## src/hdl/msl_pkg.sv

```systemverilog
// ---------------------------------------------------------------------------
// msl_pkg
// Shared types, codes and constants of the servo slew limiter.
// ---------------------------------------------------------------------------
package msl_pkg;

  localparam int ELAPSED_W = 16;
  localparam int CH_W      = 4;
  localparam int VAL_W     = 12;
  localparam int CFG_W     = 12;
  localparam int CFG_IDX_W = 2;

  // input action codes
  localparam logic [1:0] ACT_TICK   = 2'd0;
  localparam logic [1:0] ACT_ADD    = 2'd1;
  localparam logic [1:0] ACT_SET    = 2'd2;
  localparam logic [1:0] ACT_UNUSED = 2'd3;

  // result status codes
  localparam logic [1:0] ST_PULSE    = 2'd0;
  localparam logic [1:0] ST_OK       = 2'd1;
  localparam logic [1:0] ST_NOTFOUND = 2'd2;
  localparam logic [1:0] ST_FULL     = 2'd3;

  // configuration register indexes
  localparam logic [CFG_IDX_W-1:0] CFG_UPDATE_DELAY = 2'd0;
  localparam logic [CFG_IDX_W-1:0] CFG_PULSE_ZERO   = 2'd1;
  localparam logic [CFG_IDX_W-1:0] CFG_PULSE_FULL   = 2'd2;
  localparam logic [CFG_IDX_W-1:0] CFG_ESC_OUT      = 2'd3;

  // configuration reset values
  localparam logic [9:0]      RST_UPDATE_DELAY = 10'd20;
  localparam logic [11:0]     RST_PULSE_ZERO   = 12'd102;
  localparam logic [11:0]     RST_PULSE_FULL   = 12'd512;
  localparam logic [CH_W-1:0] RST_ESC_OUT      = 4'd0;

  // arithmetic constants
  localparam logic [VAL_W-1:0] START_ANGLE  = 12'd135;
  localparam logic [10:0]      MS_PER_SEC   = 11'd1000;
  localparam logic [22:0]      RECIP_1000   = 23'd4294968;   // ceil(2^32/1000)
  localparam int               SH_1000      = 32;
  localparam logic [24:0]      RECIP_270    = 25'd31814573;  // ceil(2^33/270)
  localparam int               SH_270       = 33;
  localparam logic [8:0]       ANGLE_BIAS   = 9'd269;        // 270 - 1, for floor
  localparam logic [13:0]      RECIP_5      = 14'd13108;     // ceil(2^16/5)
  localparam int               SH_5         = 16;
  localparam logic [12:0]      ESC_BASE_US  = 13'd1500;
  localparam logic [12:0]      ESC_OFFSET   = 13'd210;
  localparam logic [11:0]      TICK_MAX     = 12'd4095;

  typedef enum logic [1:0] {
    CMD_TICK,
    CMD_ADD,
    CMD_SET
  } cmd_kind_t;

  typedef struct packed {
    logic [1:0]           action;
    logic [ELAPSED_W-1:0] elapsed_ms;
    logic [CH_W-1:0]      channel;
    logic [VAL_W-1:0]     target;
    logic [VAL_W-1:0]     speed_limit;
    logic                 esc_flag;
  } in_item_t;

  typedef struct packed {
    logic [1:0]       status;
    logic [CH_W-1:0]  pwm_channel;
    logic [VAL_W-1:0] off_tick;
    logic             last;
  } out_item_t;

  typedef struct packed {
    cmd_kind_t            kind;
    logic [ELAPSED_W-1:0] elapsed_ms;
    logic [CH_W-1:0]      channel;
    logic [VAL_W-1:0]     target;
    logic [VAL_W-1:0]     speed_limit;
    logic                 esc_flag;
  } cmd_t;

endpackage

```

## src/hdl/msl_queue.sv

```systemverilog
// ---------------------------------------------------------------------------
// msl_queue
// Two-entry command queue between the front and back ends.
// ---------------------------------------------------------------------------
module msl_queue import msl_pkg::*; (
  input  logic clk,
  input  logic rst,
  input  logic wr_valid,
  output logic wr_ready,
  input  cmd_t wr_data,
  output logic rd_valid,
  input  logic rd_pop,
  output cmd_t rd_data
);

  cmd_t       slots [2];
  logic       wp;
  logic       rp;
  logic [1:0] fill;
  logic       push;
  logic       pop;

  assign wr_ready = (fill != 2'd2);
  assign rd_valid = (fill != 2'd0);
  assign rd_data  = slots[rp];
  assign push     = wr_valid && wr_ready;
  assign pop      = rd_pop && rd_valid;

  // slot storage
  always_ff @(posedge clk) begin
    if (push) begin
      slots[wp] <= wr_data;
    end
  end

  // pointers and fill level
  always_ff @(posedge clk) begin
    if (rst) begin
      wp   <= 1'b0;
      rp   <= 1'b0;
      fill <= 2'd0;
    end else begin
      if (push) begin
        wp <= !wp;
      end
      if (pop) begin
        rp <= !rp;
      end
      case ({push, pop})
        2'b10:   fill <= fill + 2'd1;
        2'b01:   fill <= fill - 2'd1;
        default: fill <= fill;
      endcase
    end
  end

endmodule

```

## config.mk

```make
export PLATFORM = sky130hd
export DESIGN_NAME = msl_queue
export DESIGN_NICKNAME = d
export VERILOG_FILES = /design/src/hdl/msl_pkg.sv /design/src/hdl/msl_queue.sv
export SDC_FILE = /design/constraint.sdc
export NUM_CORES = 1
export LEC_CHECK = 0
export ABC_AREA = 1
export BUFFER_PORTS_ARGS = -buffer_cell sky130_fd_sc_hd__buf_2
export CORE_MARGIN = 2
export CORE_UTILIZATION = 30
export DETAILED_ROUTE_END_ITERATION = 6
export HOLD_SLACK_MARGIN = 0.06
export REMOVE_ABC_BUFFERS = 1
export SLEW_MARGIN = 20
export SYNTH_ARGS = -nofsm -noshare
export SYNTH_HDL_FRONTEND = slang
export SYNTH_SLANG_ARGS = --single-unit
```

## constraint.sdc

```tcl
create_clock -name clk -period 7.5 [get_ports clk]
set_clock_uncertainty 0.15 [all_clocks]
set_input_delay 0.375 -clock clk [delete_from_list [all_inputs] [get_ports clk]]
set_output_delay 0.375 -clock clk [all_outputs]
set_load 0.01 [all_outputs]
```

==> impl_metrics.env <==
export IMPL_tightestPinTransition_ns=0.778
export IMPL_hold_path_depth=1
export IMPL_rr_startpoint="fill[0]"
export IMPL_setup_violations_final=0
export IMPL_placement_stage_worst_setup_slack_ns=5.18
export IMPL_postLayoutCoreUtil_pct=41.9
export IMPL_dpl_instance_area_mm2=0.00445
export IMPL_postSynthAreaPerCell_um2=20.4
export IMPL_final_cell_count_no_fill=499
export IMPL_detail_route_vias_per_cell=4.04
export IMPL_ant_nets=0
export IMPL_fraction_of_layout_instances_using_a_drive_strength_above_1_pct=50.2
export IMPL_wire_per_inst_um=13.1
export IMPL_cts_max_level=3
export IMPL_path_delay_family="buffers and inverters"
export IMPL_worst_endpoint_arrival_ns=1.86
export IMPL_global_route_usage_total_pct=10.5
export IMPL_final_period_utilization_pct=31.9
export IMPL_die_area_mm2=0.0134
export IMPL_core_area_mm2=0.0121
export IMPL_cts_resized=0
export IMPL_cts_buffer_depth=2
export IMPL_maxSlewHeadroom_pct=48.1
export IMPL_cap_viol_max_count=0
export IMPL_run_status="finished, final reports clean"
export IMPL_final_setup_worst_slack_ns=5.11
export IMPL_rows=40
export IMPL_fp_dieH_um=116
export IMPL_r2r_worst_path_cells=5
export IMPL_end_kind="output pin"
export IMPL_timing_final_max_slew_violations=0
export IMPL_first_global_vias=2134
export IMPL_ordered_list_of_cells_on_the_worst_path="buf_4, mux2_2, buf_2"
export IMPL_total_detailed_routing_wirelength_um=6540
export IMPL_worst_reg2reg_endpoint="slots[1][12]"
export IMPL_grt_start_max_net_pins=48
export IMPL_post_route_cell_area_mm2=0.00508
export IMPL_timing_final_crit_period_ns=2.39
export IMPL_power_density_mw_per_mm2=283
export IMPL_post_cts_buffers=0
export IMPL_worst_setup_path_start_kind="register"
export IMPL_setup_reg_to_reg_worst_slack_ns=5.23
export IMPL_power_net_switching_uw=351
export IMPL_hold_endpoint="slots[1][40]"
export IMPL_worst_path_largest_cell_delay_ns=0.60
export IMPL_netlist_area_mm2=0.00376
export IMPL_floorplan_initialDensity_pct=31.0
export IMPL_cts_tree="built"
export IMPL_grt_remaining_overflow=0
export IMPL_drc_errors=0
export IMPL_first_iter_violations=77
export IMPL_path_buf_inv=2
export IMPL_drt_first_pass_iters=4
export IMPL_relative_contribution_of_the_clock_network_to_total_power_pct=30.6
export IMPL_power_share_switching_pct=24.5
export IMPL_hold_slack_ns=0.0775
export IMPL_worstSkewPairLatency_ns=0.34
export IMPL_peakVddDrop_mv=0.110
export IMPL_yosysSeqAreaShare_pct=77.8
export IMPL_p_leak_nw=1.97
export IMPL_hp_start="wr_data[40]"
export IMPL_crit_required_ns=6.97
export IMPL_clock_sink_count=99
export IMPL_fillers=1164
export IMPL_dp_final_hpwl_um=4310
export IMPL_hp_class="primary input to register"
export IMPL_synth_warnings=0
export IMPL_number_of_antenna_violations_at_the_first_check_in_global_routing=0
export IMPL_synth_top_area_share_pct=75.1
export IMPL_finalHoldViolations=0
export IMPL_critPathMaxFanout=47
export IMPL_vias=2018
export IMPL_synth_top_cell_by_area="sky130_fd_sc_hd__edfxtp_1"
export IMPL_placed_cells_incl_taps=449
export IMPL_final_nets=378
export IMPL_critPathKind="register to output pin"
export IMPL_internal_power_mw=1.08
export IMPL_share_comb_of_total_power_pct=21.2
export IMPL_grt_setup_unrepaired="no"
export IMPL_cell_chosen_for_the_clock_root="sky130_fd_sc_hd__clkbuf_16"
export IMPL_syn_instance_count=184
export IMPL_ys_ff_latch=99
export IMPL_numCtsBuffers=9
export IMPL_ys_types=13
export IMPL_seq_power_share_pct=48.2
export IMPL_port_buffers=99
export IMPL_critical_path_slowest_cell="sky130_fd_sc_hd__buf_4"
export IMPL_boundaryPins=100
export IMPL_synth_area_top_cells="sky130_fd_sc_hd__edfxtp_1, sky130_fd_sc_hd__mux2_4, sky130_fd_sc_hd__mux2_2"
export IMPL_total_power_mw=1.43
export IMPL_area_grow_syn2layout_pct=35.1
export IMPL_fmax_mhz=418
export IMPL_wire_length_of_the_first_global_routing_pass_um=10200
export IMPL_clkTransAtPathRegs_ns=0.06
export IMPL_hold_buffers=34
export IMPL_place_congestion=0.714
export IMPL_antenna_diodes=0
export IMPL_die_wd_um=116
export IMPL_finalSetupTns_ns=0
routing by layer:
| layer | wire length [um] | track usage (%) | up-vias |
|---|---|---|---|
| met5 | 0 | 0 | - |
| met3 | 367 | 3.45 | 12 |
| met2 | 3190 | 17.0 | 60 |
| met4 | 189 | 6.67 | 0 |
| met1 | 2790 | 11.9 | 964 |
| li1 | - | - | 982 |
power groups by stage:
stage	registers [mW]	clock network, mW	logic (mW)
finish	0.692	0.438	0.305
global route	0.698	0.477	0.336
CTS	0.692	0.458	0.314
detailed placement	0.704	0	0.300
global placement	0.701	0	0.298
floorplan	0.723	0	0.176
how the worst max path moves through the flow:
stage	from	to	slack (ns)	cells after the start
2_1_floorplan	fill[0]	slots[0][0]	4.26	4
3_3_place_gp	fill[0]	slots[0][3]	5.23	5
3_5_place_dp	fill[0]	slots[1][38]	5.18	5
4_1_cts	register	rd_data[45]	5.06	3
5_1_grt	register	rd_data[45]	5.00	3
6_report	register	rd_data[45]	5.11	3
sequential cells by signal, indices dropped and copies added, names as in the netlist, named ones only:
signal	cells
fill	2
rp	1
slots	94
wp	1
cells in the mapped netlist, drive strengths merged:
| library cell | n |
|---|---|
| edfxtp | 94 |
| mux2 | 47 |
| nor2 | 10 |
| inv | 8 |
| nand2 | 8 |
| buf | 5 |
| dfxtp | 5 |
| o21ai | 3 |
| a21oi | 2 |
| ha | 1 |
| nand4 | 1 |
cell type report:
type                       instances  area, um^2  area share (%)
inverter                           8        30.0           0.592
timing repair buffer             136         858            16.9
clock inverter                     6        56.3            1.11
clock buffer                      10         229            4.51
multi-input combinational         72         768            15.1
sequential                        99        2920            57.6
tap                              168         210            4.14
cells in the final DEF (no fill, tap or decap):
master and instances:
sky130_fd_sc_hd__bufinv_16 1, sky130_fd_sc_hd__clkinvlp_4 1, sky130_fd_sc_hd__a21oi_1 2, sky130_fd_sc_hd__edfxtp_1 94, sky130_fd_sc_hd__mux2_2 17, sky130_fd_sc_hd__nand2_1 8
sky130_fd_sc_hd__o21ai_0 3, sky130_fd_sc_hd__ha_1 1, sky130_fd_sc_hd__buf_2 99, sky130_fd_sc_hd__dfxtp_1 4, sky130_fd_sc_hd__clkbuf_16 9, sky130_fd_sc_hd__buf_4 3
sky130_fd_sc_hd__nor2_4 2, sky130_fd_sc_hd__dlygate4sd3_1 34, sky130_fd_sc_hd__mux2_4 30, sky130_fd_sc_hd__nand4_1 1, sky130_fd_sc_hd__clkbuf_1 1, sky130_fd_sc_hd__clkinv_1 1
sky130_fd_sc_hd__clkinv_2 3, sky130_fd_sc_hd__inv_1 8, sky130_fd_sc_hd__dfxtp_2 1, sky130_fd_sc_hd__nor2_1 8
worst register-to-register path: cells and delay by family, from the launching register on:
family,cells,cell delay [ns]
flops,1,0.34
buf+inv,2,0.56
simple gates,3,0.88
cells by family (layout without fill, tap and decap cells):
kind of cell    Yosys count  after routing  synth area share, %
compound gates            5              5                0.666
simple gates             19             19                 1.97
flops                    99             99                 77.8
mux                      47             47                 17.1
fa+ha+maj                 1              1                0.333
buf+inv                  13            160                 2.13
No activity file was read; power rests on OpenSTA's default activity.
